$ cat src/design/dcm_to_quaternion_defines.svh
// Assertion macros for the DCM to quaternion block.
`ifndef DCM_TO_QUATERNION_DEFINES_SVH
`define DCM_TO_QUATERNION_DEFINES_SVH
`ifndef ASSERT_OFF
// clocked assertion, masked during reset
`define DCMQ_ASSERT(lbl, clk, rstn, prop, msg) \
  lbl: assert property (@(posedge clk) disable iff (!rstn) prop) else $error(msg);
// clocked assertion, checked during reset too
`define DCMQ_ASSERT_RST(lbl, clk, prop, msg) \
  lbl: assert property (@(posedge clk) prop) else $error(msg);
`else
`define DCMQ_ASSERT(lbl, clk, rstn, prop, msg)
`define DCMQ_ASSERT_RST(lbl, clk, prop, msg)
`endif
`endif

$ cat src/design/dcmq_pkg.sv
// Shared constants and types of the DCM to quaternion block.
package dcmq_pkg;
  localparam int FRAC_BITS = 14;
  localparam int W   = 16;                  // element and part width
  localparam int VW  = W + 1;               // clamped radicand width
  localparam int NW  = VW + FRAC_BITS;      // radicand scaled by 2^F
  localparam int RW  = (NW + 1) / 2;        // root width, one bit per sqrt stage
  localparam int SQW = 2 * RW;              // sqrt input, padded to pairs
  localparam int DW  = W + 2;               // signed numerator width
  localparam int MW  = W + 1;               // numerator magnitude width
  localparam int BW  = RW + 1;              // divisor width (2r)
  localparam int AW  = MW + FRAC_BITS;      // dividend width
  localparam int QW  = W;                   // quotient bits, one per div stage
  localparam int CW  = (AW > RW + QW + 1) ? AW : RW + QW + 1;
  localparam int PW  = 2;

  localparam logic [PW-1:0] PIV_X = 2'd0;
  localparam logic [PW-1:0] PIV_Y = 2'd1;
  localparam logic [PW-1:0] PIV_Z = 2'd2;
  localparam logic [PW-1:0] PIV_W = 2'd3;   // positive trace, scalar pivot

  localparam logic [QW-1:0] POS_MAX = QW'((1 << (W - 1)) - 1);
  localparam logic [QW-1:0] NEG_MAX = QW'(1 << (W - 1));

  typedef logic signed [W-1:0]  elem_t;
  typedef logic signed [DW-1:0] num_t;
  typedef logic [RW-1:0]        root_t;

  // rides along the square root pipeline
  typedef struct packed {
    logic [PW-1:0] piv;
    num_t          d0;
    num_t          d1;
    num_t          d2;
  } dcmq_side_t;

  // rides along the divider pipeline
  typedef struct packed {
    logic [PW-1:0] piv;
    logic          deg;
    elem_t         pv;
  } dcmq_tag_t;
endpackage

$ cat src/design/dcmq_if.sv
// Valid/ready channels of the DCM to quaternion block.
interface dcmq_in_if;
  logic valid;
  logic ready;
  logic signed [15:0] m00, m01, m02, m10, m11, m12, m20, m21, m22;
  modport source(output valid, m00, m01, m02, m10, m11, m12, m20, m21, m22,
                 input ready);
  modport sink(input valid, m00, m01, m02, m10, m11, m12, m20, m21, m22,
               output ready);
endinterface

interface dcmq_out_if;
  logic valid;
  logic ready;
  logic signed [15:0] q_scalar, q_x, q_y, q_z;
  logic degenerate;
  modport source(output valid, q_scalar, q_x, q_y, q_z, degenerate, input ready);
  modport sink(input valid, q_scalar, q_x, q_y, q_z, degenerate, output ready);
endinterface

$ cat src/design/dcm_to_quaternion.sv
// Top level: DCM to quaternion conversion by Shepperd's method.
//
// Input channel in_ch carries the nine Q2.14 matrix elements; output
// channel out_ch carries the scalar-first quaternion in Q2.14 plus a
// degenerate flag (pivot root zero, all parts zero). Both are valid/ready;
// a transaction completes when valid and ready are high at a clock edge.
//
// Pipeline: 34 register stages, one stage for trace, pivot choice and
// numerators, 16 square root stages (one root bit each), 16 divider
// stages (one quotient bit each, three lanes), and the output register.
// Throughput: one matrix per cycle; every stage takes a new transaction
// each cycle the pipeline advances.
//
// The whole pipeline advances whenever the output register is empty or
// being read. When the receiver stalls with a result waiting, in_ch.ready
// drops and every stage holds; nothing is lost or repeated.
// Reset (rst_n low, synchronous) clears all stage valid bits.
module dcm_to_quaternion (
  input  logic       clk,
  input  logic       rst_n,
  dcmq_in_if.sink    in_ch,
  dcmq_out_if.source out_ch
);
  `include "dcm_to_quaternion_defines.svh"
  import dcmq_pkg::*;

  logic en;

  // front stage: trace, pivot, radicand and numerators
  logic signed [W+2:0] trace;
  logic signed [W+3:0] v_raw;
  logic [VW-1:0]       v_clamp;
  dcmq_side_t          side_nxt;

  logic                f_valid_r;
  logic [VW-1:0]       f_v_r;
  dcmq_side_t          f_side_r;

  // square root outputs
  logic                s_valid;
  root_t               s_root;
  dcmq_side_t          s_side;
  num_t                s_d [3];
  dcmq_tag_t           s_tag;

  // divider outputs
  logic                d_valid;
  elem_t               d_q [3];
  dcmq_tag_t           d_tag;

  // output register
  logic                out_valid_r;
  elem_t               q_s_r, q_x_r, q_y_r, q_z_r;
  logic                deg_r;
  elem_t               q_s_nxt, q_x_nxt, q_y_nxt, q_z_nxt;

  assign en          = !out_valid_r || out_ch.ready;
  assign in_ch.ready = en;

  always_comb begin
    logic signed [W+1:0] e00, e11, e22;
    e00   = (W+2)'(in_ch.m00);
    e11   = (W+2)'(in_ch.m11);
    e22   = (W+2)'(in_ch.m22);
    trace = (W+3)'(e00) + (W+3)'(e11) + (W+3)'(e22);
    if (trace > 0) begin
      side_nxt.piv = PIV_W;
      v_raw        = (W+4)'(trace) + (W+4)'(1 << FRAC_BITS);
      side_nxt.d0  = DW'(in_ch.m12) - DW'(in_ch.m21);
      side_nxt.d1  = DW'(in_ch.m20) - DW'(in_ch.m02);
      side_nxt.d2  = DW'(in_ch.m01) - DW'(in_ch.m10);
    end else if (in_ch.m22 > in_ch.m00 && in_ch.m22 > in_ch.m11) begin
      // z pivot: strictly above the current largest
      side_nxt.piv = PIV_Z;
      v_raw        = (W+4)'(e22) - ((W+4)'(e11) + (W+4)'(e00))
                     + (W+4)'(1 << FRAC_BITS);
      side_nxt.d0  = DW'(in_ch.m01) - DW'(in_ch.m10);
      side_nxt.d1  = DW'(in_ch.m20) + DW'(in_ch.m02);
      side_nxt.d2  = DW'(in_ch.m12) + DW'(in_ch.m21);
    end else if (in_ch.m11 > in_ch.m00) begin
      side_nxt.piv = PIV_Y;
      v_raw        = (W+4)'(e11) - ((W+4)'(e22) + (W+4)'(e00))
                     + (W+4)'(1 << FRAC_BITS);
      side_nxt.d0  = DW'(in_ch.m20) - DW'(in_ch.m02);
      side_nxt.d1  = DW'(in_ch.m10) + DW'(in_ch.m01);
      side_nxt.d2  = DW'(in_ch.m12) + DW'(in_ch.m21);
    end else begin
      side_nxt.piv = PIV_X;
      v_raw        = (W+4)'(e00) - ((W+4)'(e11) + (W+4)'(e22))
                     + (W+4)'(1 << FRAC_BITS);
      side_nxt.d0  = DW'(in_ch.m12) - DW'(in_ch.m21);
      side_nxt.d1  = DW'(in_ch.m10) + DW'(in_ch.m01);
      side_nxt.d2  = DW'(in_ch.m20) + DW'(in_ch.m02);
    end
    // clamp keeps a negative radicand out of the square root
    v_clamp = (v_raw < 0) ? '0 : VW'(v_raw);
  end

  always_ff @(posedge clk) begin
    if (!rst_n) begin
      f_valid_r <= 1'b0;
    end else if (en) begin
      f_valid_r <= in_ch.valid;
    end
  end

  always_ff @(posedge clk) begin
    if (en) begin
      f_v_r    <= v_clamp;
      f_side_r <= side_nxt;
    end
  end

  dcmq_sqrt u_sqrt (
    .clk       (clk),
    .rst_n     (rst_n),
    .en        (en),
    .in_valid  (f_valid_r),
    .in_n      (SQW'({f_v_r, {FRAC_BITS{1'b0}}})),
    .in_side   (f_side_r),
    .out_valid (s_valid),
    .out_root  (s_root),
    .out_side  (s_side)
  );

  assign s_d[0]    = s_side.d0;
  assign s_d[1]    = s_side.d1;
  assign s_d[2]    = s_side.d2;
  assign s_tag.piv = s_side.piv;
  assign s_tag.deg = (s_root == '0);
  assign s_tag.pv  = elem_t'(s_root >> 1);

  dcmq_div u_div (
    .clk       (clk),
    .rst_n     (rst_n),
    .en        (en),
    .in_valid  (s_valid),
    .in_root   (s_root),
    .in_d      (s_d),
    .in_tag    (s_tag),
    .out_valid (d_valid),
    .out_q     (d_q),
    .out_tag   (d_tag)
  );

  // place pivot part, zero everything on a degenerate root
  always_comb begin
    q_s_nxt = d_q[0];
    q_x_nxt = d_q[1];
    q_y_nxt = d_q[2];
    q_z_nxt = d_tag.pv;
    unique case (d_tag.piv)
      PIV_W: begin
        q_s_nxt = d_tag.pv; q_x_nxt = d_q[0]; q_y_nxt = d_q[1]; q_z_nxt = d_q[2];
      end
      PIV_X: begin
        q_s_nxt = d_q[0]; q_x_nxt = d_tag.pv; q_y_nxt = d_q[1]; q_z_nxt = d_q[2];
      end
      PIV_Y: begin
        q_s_nxt = d_q[0]; q_x_nxt = d_q[1]; q_y_nxt = d_tag.pv; q_z_nxt = d_q[2];
      end
      default: begin
        q_s_nxt = d_q[0]; q_x_nxt = d_q[1]; q_y_nxt = d_q[2]; q_z_nxt = d_tag.pv;
      end
    endcase
    if (d_tag.deg) begin
      q_s_nxt = '0; q_x_nxt = '0; q_y_nxt = '0; q_z_nxt = '0;
    end
  end

  always_ff @(posedge clk) begin
    if (!rst_n) begin
      out_valid_r <= 1'b0;
    end else if (en) begin
      out_valid_r <= d_valid;
    end
  end

  always_ff @(posedge clk) begin
    if (en) begin
      q_s_r <= q_s_nxt;
      q_x_r <= q_x_nxt;
      q_y_r <= q_y_nxt;
      q_z_r <= q_z_nxt;
      deg_r <= d_tag.deg;
    end
  end

  assign out_ch.valid      = out_valid_r;
  assign out_ch.q_scalar   = q_s_r;
  assign out_ch.q_x        = q_x_r;
  assign out_ch.q_y        = q_y_r;
  assign out_ch.q_z        = q_z_r;
  assign out_ch.degenerate = deg_r;

  `DCMQ_ASSERT(a_deg_zero, clk, rst_n, (out_valid_r && deg_r) |-> (q_s_r == '0 && q_x_r == '0 && q_y_r == '0 && q_z_r == '0), "degenerate result with nonzero part")
  `DCMQ_ASSERT(a_stall_holds_input, clk, rst_n, (out_valid_r && !out_ch.ready) |-> !in_ch.ready, "input taken while output stalled")
  `DCMQ_ASSERT_RST(a_reset_clears, clk, !rst_n |=> !out_valid_r, "output valid after reset")
endmodule

$ cat src/design/dcmq_sqrt.sv
// Pipelined integer square root, one root bit per stage.
module dcmq_sqrt (
  input  logic                  clk,
  input  logic                  rst_n,
  input  logic                  en,
  input  logic                  in_valid,
  input  logic [dcmq_pkg::SQW-1:0] in_n,
  input  dcmq_pkg::dcmq_side_t  in_side,
  output logic                  out_valid,
  output dcmq_pkg::root_t       out_root,
  output dcmq_pkg::dcmq_side_t  out_side
);
  import dcmq_pkg::*;

  logic             stg_valid [0:RW];
  logic [RW:0]      stg_rem   [0:RW];
  logic [RW-1:0]    stg_root  [0:RW];
  logic [SQW-1:0]   stg_n     [0:RW];
  dcmq_side_t       stg_side  [0:RW];

  assign stg_valid[0] = in_valid;
  assign stg_rem[0]   = '0;
  assign stg_root[0]  = '0;
  assign stg_n[0]     = in_n;
  assign stg_side[0]  = in_side;

  for (genvar s = 0; s < RW; s++) begin : g_stage
    logic [RW+2:0] t;
    logic [RW+2:0] trial;
    logic          ge;
    logic [RW:0]   rem_nxt;
    logic [RW-1:0] root_nxt;

    always_comb begin
      t        = {stg_rem[s], stg_n[s][SQW-1 -: 2]};
      trial    = {1'b0, stg_root[s], 2'b01};
      ge       = (t >= trial);
      rem_nxt  = ge ? (RW+1)'(t - trial) : t[RW:0];
      root_nxt = {stg_root[s][RW-2:0], ge};
    end

    always_ff @(posedge clk) begin
      if (!rst_n) begin
        stg_valid[s+1] <= 1'b0;
      end else if (en) begin
        stg_valid[s+1] <= stg_valid[s];
      end
    end

    always_ff @(posedge clk) begin
      if (en) begin
        stg_rem[s+1]  <= rem_nxt;
        stg_root[s+1] <= root_nxt;
        stg_n[s+1]    <= {stg_n[s][SQW-3:0], 2'b00};
        stg_side[s+1] <= stg_side[s];
      end
    end
  end

  assign out_valid = stg_valid[RW];
  assign out_root  = stg_root[RW];
  assign out_side  = stg_side[RW];
endmodule

$ cat src/design/dcmq_div.sv
// Three-lane pipelined restoring divider, one quotient bit per stage, saturated.
module dcmq_div (
  input  logic                 clk,
  input  logic                 rst_n,
  input  logic                 en,
  input  logic                 in_valid,
  input  dcmq_pkg::root_t      in_root,
  input  dcmq_pkg::num_t       in_d [3],
  input  dcmq_pkg::dcmq_tag_t  in_tag,
  output logic                 out_valid,
  output dcmq_pkg::elem_t      out_q [3],
  output dcmq_pkg::dcmq_tag_t  out_tag
);
  import dcmq_pkg::*;

  logic          stg_valid [0:QW];
  logic [BW-1:0] stg_b     [0:QW];
  dcmq_tag_t     stg_tag   [0:QW];
  logic [BW-1:0] stg_rem   [0:QW][3];
  logic [QW-1:0] stg_q     [0:QW][3];
  logic [QW-1:0] stg_abits [0:QW][3];
  logic          stg_neg   [0:QW][3];
  logic          stg_ovf   [0:QW][3];

  assign stg_valid[0] = in_valid;
  assign stg_b[0]     = {in_root, 1'b0};
  assign stg_tag[0]   = in_tag;

  for (genvar l = 0; l < 3; l++) begin : g_lane
    logic [MW-1:0] mag;
    logic [CW-1:0] a_w;
    logic [CW-1:0] lim_w;
    always_comb begin
      mag   = in_d[l][DW-1] ? MW'(-in_d[l]) : MW'(in_d[l]);
      a_w   = CW'(mag) << FRAC_BITS;
      lim_w = CW'(in_root) << (QW + 1);
    end
    assign stg_neg[0][l]   = in_d[l][DW-1];
    assign stg_ovf[0][l]   = (a_w >= lim_w);
    assign stg_rem[0][l]   = BW'(a_w >> QW);
    assign stg_abits[0][l] = a_w[QW-1:0];
    assign stg_q[0][l]     = '0;
  end

  for (genvar s = 0; s < QW; s++) begin : g_stage
    always_ff @(posedge clk) begin
      if (!rst_n) begin
        stg_valid[s+1] <= 1'b0;
      end else if (en) begin
        stg_valid[s+1] <= stg_valid[s];
      end
    end

    always_ff @(posedge clk) begin
      if (en) begin
        stg_b[s+1]   <= stg_b[s];
        stg_tag[s+1] <= stg_tag[s];
      end
    end

    for (genvar l = 0; l < 3; l++) begin : g_lane
      logic [BW:0] t;
      logic        ge;
      always_comb begin
        t  = {stg_rem[s][l], stg_abits[s][l][QW-1]};
        ge = (t >= {1'b0, stg_b[s]});
      end
      always_ff @(posedge clk) begin
        if (en) begin
          stg_rem[s+1][l]   <= ge ? BW'(t - {1'b0, stg_b[s]}) : t[BW-1:0];
          stg_q[s+1][l]     <= {stg_q[s][l][QW-2:0], ge};
          stg_abits[s+1][l] <= {stg_abits[s][l][QW-2:0], 1'b0};
          stg_neg[s+1][l]   <= stg_neg[s][l];
          stg_ovf[s+1][l]   <= stg_ovf[s][l];
        end
      end
    end
  end

  for (genvar l = 0; l < 3; l++) begin : g_sat
    always_comb begin
      if (stg_neg[QW][l]) begin
        if (stg_ovf[QW][l] || stg_q[QW][l] > NEG_MAX) out_q[l] = elem_t'(NEG_MAX);
        else                                          out_q[l] = elem_t'(-stg_q[QW][l]);
      end else begin
        if (stg_ovf[QW][l] || stg_q[QW][l] > POS_MAX) out_q[l] = elem_t'(POS_MAX);
        else                                          out_q[l] = elem_t'(stg_q[QW][l]);
      end
    end
  end

  assign out_valid = stg_valid[QW];
  assign out_tag   = stg_tag[QW];
endmodule

$ cat src/flat_wrapper.sv
// flat-port wrapper written by rule: the top's interface ports become plain ports
module dcm_to_quaternion_flat import dcmq_pkg::*;
  (clk, rst_n, in_ch_valid, in_ch_m00, in_ch_m01, in_ch_m02, in_ch_m10, in_ch_m11, in_ch_m12, in_ch_m20, in_ch_m21, in_ch_m22, in_ch_ready, out_ch_valid, out_ch_q_scalar, out_ch_q_x, out_ch_q_y, out_ch_q_z, out_ch_degenerate, out_ch_ready);
  dcmq_in_if in_ch_i ();
  dcmq_out_if out_ch_i ();
  input  logic clk;
  input  logic rst_n;
  input wire logic [$bits(in_ch_i.valid)-1:0] in_ch_valid;
  input wire logic [$bits(in_ch_i.m00)-1:0] in_ch_m00;
  input wire logic [$bits(in_ch_i.m01)-1:0] in_ch_m01;
  input wire logic [$bits(in_ch_i.m02)-1:0] in_ch_m02;
  input wire logic [$bits(in_ch_i.m10)-1:0] in_ch_m10;
  input wire logic [$bits(in_ch_i.m11)-1:0] in_ch_m11;
  input wire logic [$bits(in_ch_i.m12)-1:0] in_ch_m12;
  input wire logic [$bits(in_ch_i.m20)-1:0] in_ch_m20;
  input wire logic [$bits(in_ch_i.m21)-1:0] in_ch_m21;
  input wire logic [$bits(in_ch_i.m22)-1:0] in_ch_m22;
  output wire logic [$bits(in_ch_i.ready)-1:0] in_ch_ready;
  output wire logic [$bits(out_ch_i.valid)-1:0] out_ch_valid;
  output wire logic [$bits(out_ch_i.q_scalar)-1:0] out_ch_q_scalar;
  output wire logic [$bits(out_ch_i.q_x)-1:0] out_ch_q_x;
  output wire logic [$bits(out_ch_i.q_y)-1:0] out_ch_q_y;
  output wire logic [$bits(out_ch_i.q_z)-1:0] out_ch_q_z;
  output wire logic [$bits(out_ch_i.degenerate)-1:0] out_ch_degenerate;
  input wire logic [$bits(out_ch_i.ready)-1:0] out_ch_ready;
  assign in_ch_i.valid = in_ch_valid;
  assign in_ch_i.m00 = in_ch_m00;
  assign in_ch_i.m01 = in_ch_m01;
  assign in_ch_i.m02 = in_ch_m02;
  assign in_ch_i.m10 = in_ch_m10;
  assign in_ch_i.m11 = in_ch_m11;
  assign in_ch_i.m12 = in_ch_m12;
  assign in_ch_i.m20 = in_ch_m20;
  assign in_ch_i.m21 = in_ch_m21;
  assign in_ch_i.m22 = in_ch_m22;
  assign in_ch_ready = in_ch_i.ready;
  assign out_ch_valid = out_ch_i.valid;
  assign out_ch_q_scalar = out_ch_i.q_scalar;
  assign out_ch_q_x = out_ch_i.q_x;
  assign out_ch_q_y = out_ch_i.q_y;
  assign out_ch_q_z = out_ch_i.q_z;
  assign out_ch_degenerate = out_ch_i.degenerate;
  assign out_ch_i.ready = out_ch_ready;
  dcm_to_quaternion u_core (.clk(clk), .rst_n(rst_n), .in_ch(in_ch_i), .out_ch(out_ch_i));
endmodule
$ cat config.mk
export PLATFORM = sky130hd
export DESIGN_NAME = dcm_to_quaternion_flat
export DESIGN_NICKNAME = d
export VERILOG_FILES = /design/src/design/dcmq_pkg.sv /design/src/design/dcmq_if.sv /design/src/design/dcm_to_quaternion.sv /design/src/design/dcmq_sqrt.sv /design/src/design/dcmq_div.sv /design/src/flat_wrapper.sv
export VERILOG_INCLUDE_DIRS = /design/src /design/src/design
export SDC_FILE = /design/constraint.sdc
export NUM_CORES = 2
export LEC_CHECK = 0
export ABC_CLOCK_PERIOD_IN_PS = 192100
export BUFFER_PORTS_ARGS = -buffer_cell sky130_fd_sc_hd__clkbuf_2
export CELL_PAD_IN_SITES_DETAIL_PLACEMENT = 1
export CELL_PAD_IN_SITES_GLOBAL_PLACEMENT = 2
export CORE_ASPECT_RATIO = 1.5
export CORE_MARGIN = 2
export CORE_UTILIZATION = 49
export CTS_CLUSTER_SIZE = 24
export DETAILED_ROUTE_END_ITERATION = 8
export PLACE_DENSITY = 0.82
export SLEW_MARGIN = 20
export SYNTH_ARGS = -nofsm -noshare
export SYNTH_HDL_FRONTEND = slang
export SYNTH_SLANG_ARGS = --single-unit
$ cat constraint.sdc
create_clock -name clk -period 192.1 [get_ports clk]
set_input_delay 19.21 -clock clk [delete_from_list [all_inputs] [get_ports clk]]
set_output_delay 19.21 -clock clk [all_outputs]
set_load 0.01 [all_outputs]
# After elaboration in Yosys (flattened, before gate mapping)
# Cells that the tools add are included.
# word_totals
inputBits,148
wordCells,717
n_memories,0
latch_bits,0
out_inout_bits,67
reg_bits,3316
rom_bits,0
ram_bits,0
# classes
multipliers,0
n_mux,82
n_reduce_logical,16
n_lt_le_gt_ge,78
div_mod_pow,0
n_eq_ne,2
n_addsub,84
bitwise_logic,1
n_shift,0
# ops
cell,n
2-to-1 mux 17 bit,59
greater-or-equal comparator 18 x 17 -> 1 bit,45
subtractor 17 bit,42
2-to-1 mux 16 bit,12
adder 16 x 16 -> 17 bit,7
2-to-1 mux 55 bit,2
greater-or-equal comparator 31 x 33 -> 1 bit,3
case mux 16 bit (2 select lines),2
"adder 20 x 16 -> 20 bit, second input constant",3
2-to-1 mux 20 bit,3
2-to-1 mux 54 bit,1
subtractor 16 x 17 -> 18 bit,3
greater-or-equal comparator 16 x 17 -> 1 bit,3
negation 17 bit,3
subtractor 16 x 16 -> 17 bit,3
subtractor 16 x 17 -> 17 bit,3
"greater-than comparator 16 x 15 -> 1 bit, second input constant",3
greater-than comparator 16 bit,3
"greater-than comparator 16 bit, second input constant",3
negation 16 bit,3
2-to-1 mux 15 bit,2
"adder 19 x 16 -> 20 bit, second input constant",1
"< comparator 20 x 1 -> 1 bit, second input constant",1
greater-or-equal comparator 19 x 10 -> 1 bit,1
other kinds (43),52

# Logic depth before layout (Yosys ltp)
# depth
depth_word,7
depth_mapped,20
depth_no_buf,18

# Cells and area by module
# A second synthesis with hierarchy kept.
# unflattened
hier_cells,13351
hier_area_um2,171938.7
# modules_own_cells
module,seq_area_each_um2,area_per_inst_um2,cells_each,instances
dcmq_div,53681.5,97861.4,8282,1
dcmq_sqrt,45633.8,56001.2,3095,1
dcm_to_quaternion,4093.9,18076.1,1974,1

# Worst setup path after synthesis
# OpenSTA, ideal clock, no wires.
# synth_path
path_kind,input port to output port
start,input port out_ch_ready
end,output port in_ch_ready
slack_ns,73.772
t_arrival_ns,99.118
path_buffers,2
cell_stages,4
t_required_ns,172.890
path_cell_list,nor2b_1 > clkbuf_1 > clkinv_1 > clkbuf_1
# synth_between
elab_chain_len,1
# synth_rtl
item,line_no,rtl
from (decl),flat_wrapper.sv:25,input wire logic [$bits(out_ch_i.ready)-1:0] out_ch_ready;
logical OR 1 bit,dcm_to_quaternion.sv:57,assign en = !out_valid_r || out_ch.ready;
to (decl),flat_wrapper.sv:18,output wire logic [$bits(in_ch_i.ready)-1:0] in_ch_ready;
# Every way passes these cells.

# Worst setup path in the final report
# Same ends and word-level chain as after synthesis.

==> summary.txt <==
Floorplan
  – Initial core utilization: 49.3%
  – Die Span X: about 460 um
  – Die Y: 690 um
  – Row count: 251
  – Ports: roughly 220
  – Die area: 318,000 sq um
  – Core area: 312,000 sq um

STA
  – Final Slew Violations: 0
  – Headroom to the max-slew limit: 21.2%
  – Setup TNS: 0 ns
  – Clock Skews: 0.0657 ns
  – Fin. Hold Viols: 0
  – Final min period: 39.80 ns
  – Endpoints failing setup: 0
  – Slew of the pin with the lowest slew margin: between 1 and 1.5 ns
  – Fmax: 0.0251 GHz
  – Final Cycle Share: 20.7%
  – RSZ-0062 raised after global routing: no

Global route
  – Grt ovf: 0
  – First-pass GRT wire length: 623,000 um
  – Largest net degree at the start of global routing: 179
  – Initial antenna violation count: 16
  – Vias in the first global route: 104,000
  – All-Layer GR Usage: 25.9%

Synth
  – Synth cell count leaders: edfxtp_1 (2,953), ha_1 (1,209), inv_1 (993)
  – Mux cell area share after synthesis: 3.66%
  – Yosys cell types: 101
  – Yosys top cell area share: 57.7%
  – Warnings from Yosys: 0
  – Ys async rst share: 0%
  – Adder-cell share of the synthesized area: 11.4%
  – EDFF count, synth: a little under 3,000
  – Synth Area in Compound Gates: about a tenth
  – Mapped Nets: 13,600
  – Post-Synth XOR/XNOR Area: 4.34%
  – Post-Syn Area: 154,000 sq um
  – Synth Area per Inst: 12.6 sq um
  – Syn Inst Count: between 10,000 and 15,000
  – Synth Area in Simple Gates: 8.90%
  – Synthesis-stage register bit count: between 2,000 and 3,000
  – Register area share after synthesis: 58.1%
  – Most used flip-flop cell after synthesis: edfxtp_1
  – Area leader, netlist: edfxtp_1
  – Ranking of synthesized cells by area: edfxtp_1 (58%), ha_1 (9.8%), mux2_2 (3.1%), xnor2_1 (2.9%), inv_1 (2.4%)
  – Main combinational cell family by area after synthesis: adder cells
  – Most frequent cell after synthesis: edfxtp_1

Worst setup path
  – Crit Path Class: input port to output pin
  – Data required, critical path: 172.89 ns
  – Peak per-stage delay on the critical path: 0.42 ns
  – Max FO, Critical Path: 63
  – Startpoint types: input port
  – CP endpoint kind: output pin
  – Critical Path, Cell by Cell: clkbuf_2, nor2b_2, buf_4, inv_8, clkbuf_2
  – Crit path max-delay family: buffers and inverters
  – CP most frequent cell: clkbuf_2
  – Buf/Inv on CP: 4
  – Worst-path cell with the longest stage delay: buf_4
  – Critical Path AT: 20.59 ns

Pwr
  – Leakage: 0.0711 uW
  – Pwr/cell area: 16.2 nW/um^2
  – Maximum vdd drop: 0.00843 mV

Placement
  – HPWL Detailed: 325,000 um
  – Gp weighted congestion: around 0.93
  – DP Cell Count: 16,400
  – I/O Buffers: 214
  – DP Area: about 160,000 sq um

Clock tree
  – CTS max path bufs: 4
  – CTS tree: done
  – Clock slew at reported path FFs: 0.06 ns
  – Worst-skew pair later-pin latency: 0.93 ns
  – TritonCTS Buffers: 297
  – Sink Count: ~3,000
  – Setup Fix Bufs, Post-CTS: 0
  – Post-CTS sizing: 0
  – H-tree depth: 5
  – CTS Hold Buffers Added: 0
  – CTS root buf: clkbuf_16

Finish
  – Layout cells sized above 1: between 10% and 20%
  – # fillers: 31,500
  – Layout area overhead: 10.6%
  – FF+latch area: roughly 90,000 sq um
  – Multi-input gate area in the final layout: 59,900 sq um
  – Design area: approximately 170,000 sq um
  – Nets@finish: between 10,000 and 15,000
  – Non-filler cells, final: 17,000

Routing
  – Vias/cell: around 5.7
  – Remaining antenna violation count after routing: 0
  – WL/cell: 24.6 um
  – DRT Wirelength: 418,000 um
  – Initial DRC count: roughly 4,500
  – Drt drc: 0
  – DR vias: 96,100
  – DR pass1 iterations: 5

Flow run
  – Max-Cap Viols: 0

Run status
  – Status: finished clean

Hold path
  – HP Class: register to register
==> routing by layer <==
metal	share of wire [%]	vias up	global-route usage [%]	wire length [um]
met5	0.0077	-	0	32
met4	8.8	4	19.9	36900
met3	2.3	985	2.52	9650
met2	55	1666	50.4	231000
met1	34	47800	24.6	140000
li1	-	45700	-	-
==> sequential cells by signal, indices dropped and copies added, names as in the netlist, 15 cells and up <==
register and cells:
u_core.u_div.stg_neg 48, u_core.out_ch.q_scalar 16, u_core.u_sqrt.stg_side 795, u_core.u_sqrt.stg_n 56, u_core.f_v_r 17, u_core.out_ch.q_z 16, u_core.u_div.stg_tag 270, u_core.u_div.stg_q 408
u_core.u_sqrt.g_stage.t 242, u_core.u_sqrt.out_side 53, u_core.out_ch.q_x 16, u_core.u_sqrt.g_stage.root_nxt 120, u_core.out_ch.q_y 16, u_core.u_div.g_stage.g_lane.t 729, u_core.u_div.out_tag 18, u_core.u_div.stg_ovf 48
u_core.u_div.stg_b 15, u_core.u_sqrt.out_root 16, u_core.u_div.stg_valid 15, u_core.f_side_r 53, u_core.u_sqrt.stg_valid 15
==> through the flow <==
step           worst slack [ns]  utilization, %  hold WS [ns]  total power, uW
3_3_place_gp             152.30            51.3         0.400             2120
6_report                 152.30            54.5         0.397             2760
2_1_floorplan             73.77               -         0.400             1790
3_5_place_dp             152.35            51.3         0.405             2170
5_1_grt                  152.30            54.5         0.400             2910
4_1_cts                  152.35            54.5         0.392             2780
==> final cells by class <==
cell class,instances,share of cell area [%]
clock inverters,165,1.16
inverters,994,2.20
well taps,4174,3.07
clock buffers,356,4.60
diodes,48,0.0706
repair buffers,312,1.11
multi-input cells,7969,35.2
flip-flops and latches,2987,52.5
==> cell usage in the layout, fill, tap and decap left out, types with 123 or more instances in the layout <==
master     netlist  final
nor3_1         221    221
nand2b_1       173    173
mux2_2         421    421
a21o_1         250    250
xor2_1         248    248
a21oi_1        672    671
ha_1          1209   1209
nor2b_1        189    188
xnor2_1        511    511
a21boi_0       186    185
fa_1           123    123
nand2_1        743    742
clkbuf_2         0    214
inv_1          993    992
clkbuf_16        0    305
nor2_1         824    823
o21ai_0        612    611
nand4_1        155    155
edfxtp_1      2953   2953
==> power breakdown <==
part / internal, uW / switching [uW]
registers: 1060 / 169
logic: 387 / 544
clock network: 343 / 253
total: 1790 / 966
==> worst paths after layout <==
kind | start | end | slack (ns) | cells after the start
worst max-delay path | out_ch_ready | in_ch_ready | 152.30 | 5
worst min-delay path | u_core.u_sqrt.stg_side[282] | u_core.u_sqrt.stg_side[226] | 0.40 | 0
worst max register to register | u_core.out_ch.valid | u_core.u_div.stg_q[152] | 185.08 | 10
worst min register to register | u_core.u_sqrt.stg_side[282] | u_core.u_sqrt.stg_side[226] | 0.40 | 0
==> logic make-up (layout without fill, tap and decap cells) <==
kind of cell / Yosys count / count (layout)
flops: 2987 / 2987
simple gates: 2832 / 2832
compound gates: 2535 / 2535
fa+ha+maj: 1332 / 1332
buf+inv: 1202 / 1827
xor+xnor: 760 / 760
mux: 509 / 509
other cells: 1 / 49
Note: power is estimated with default switching activity, not from simulation.
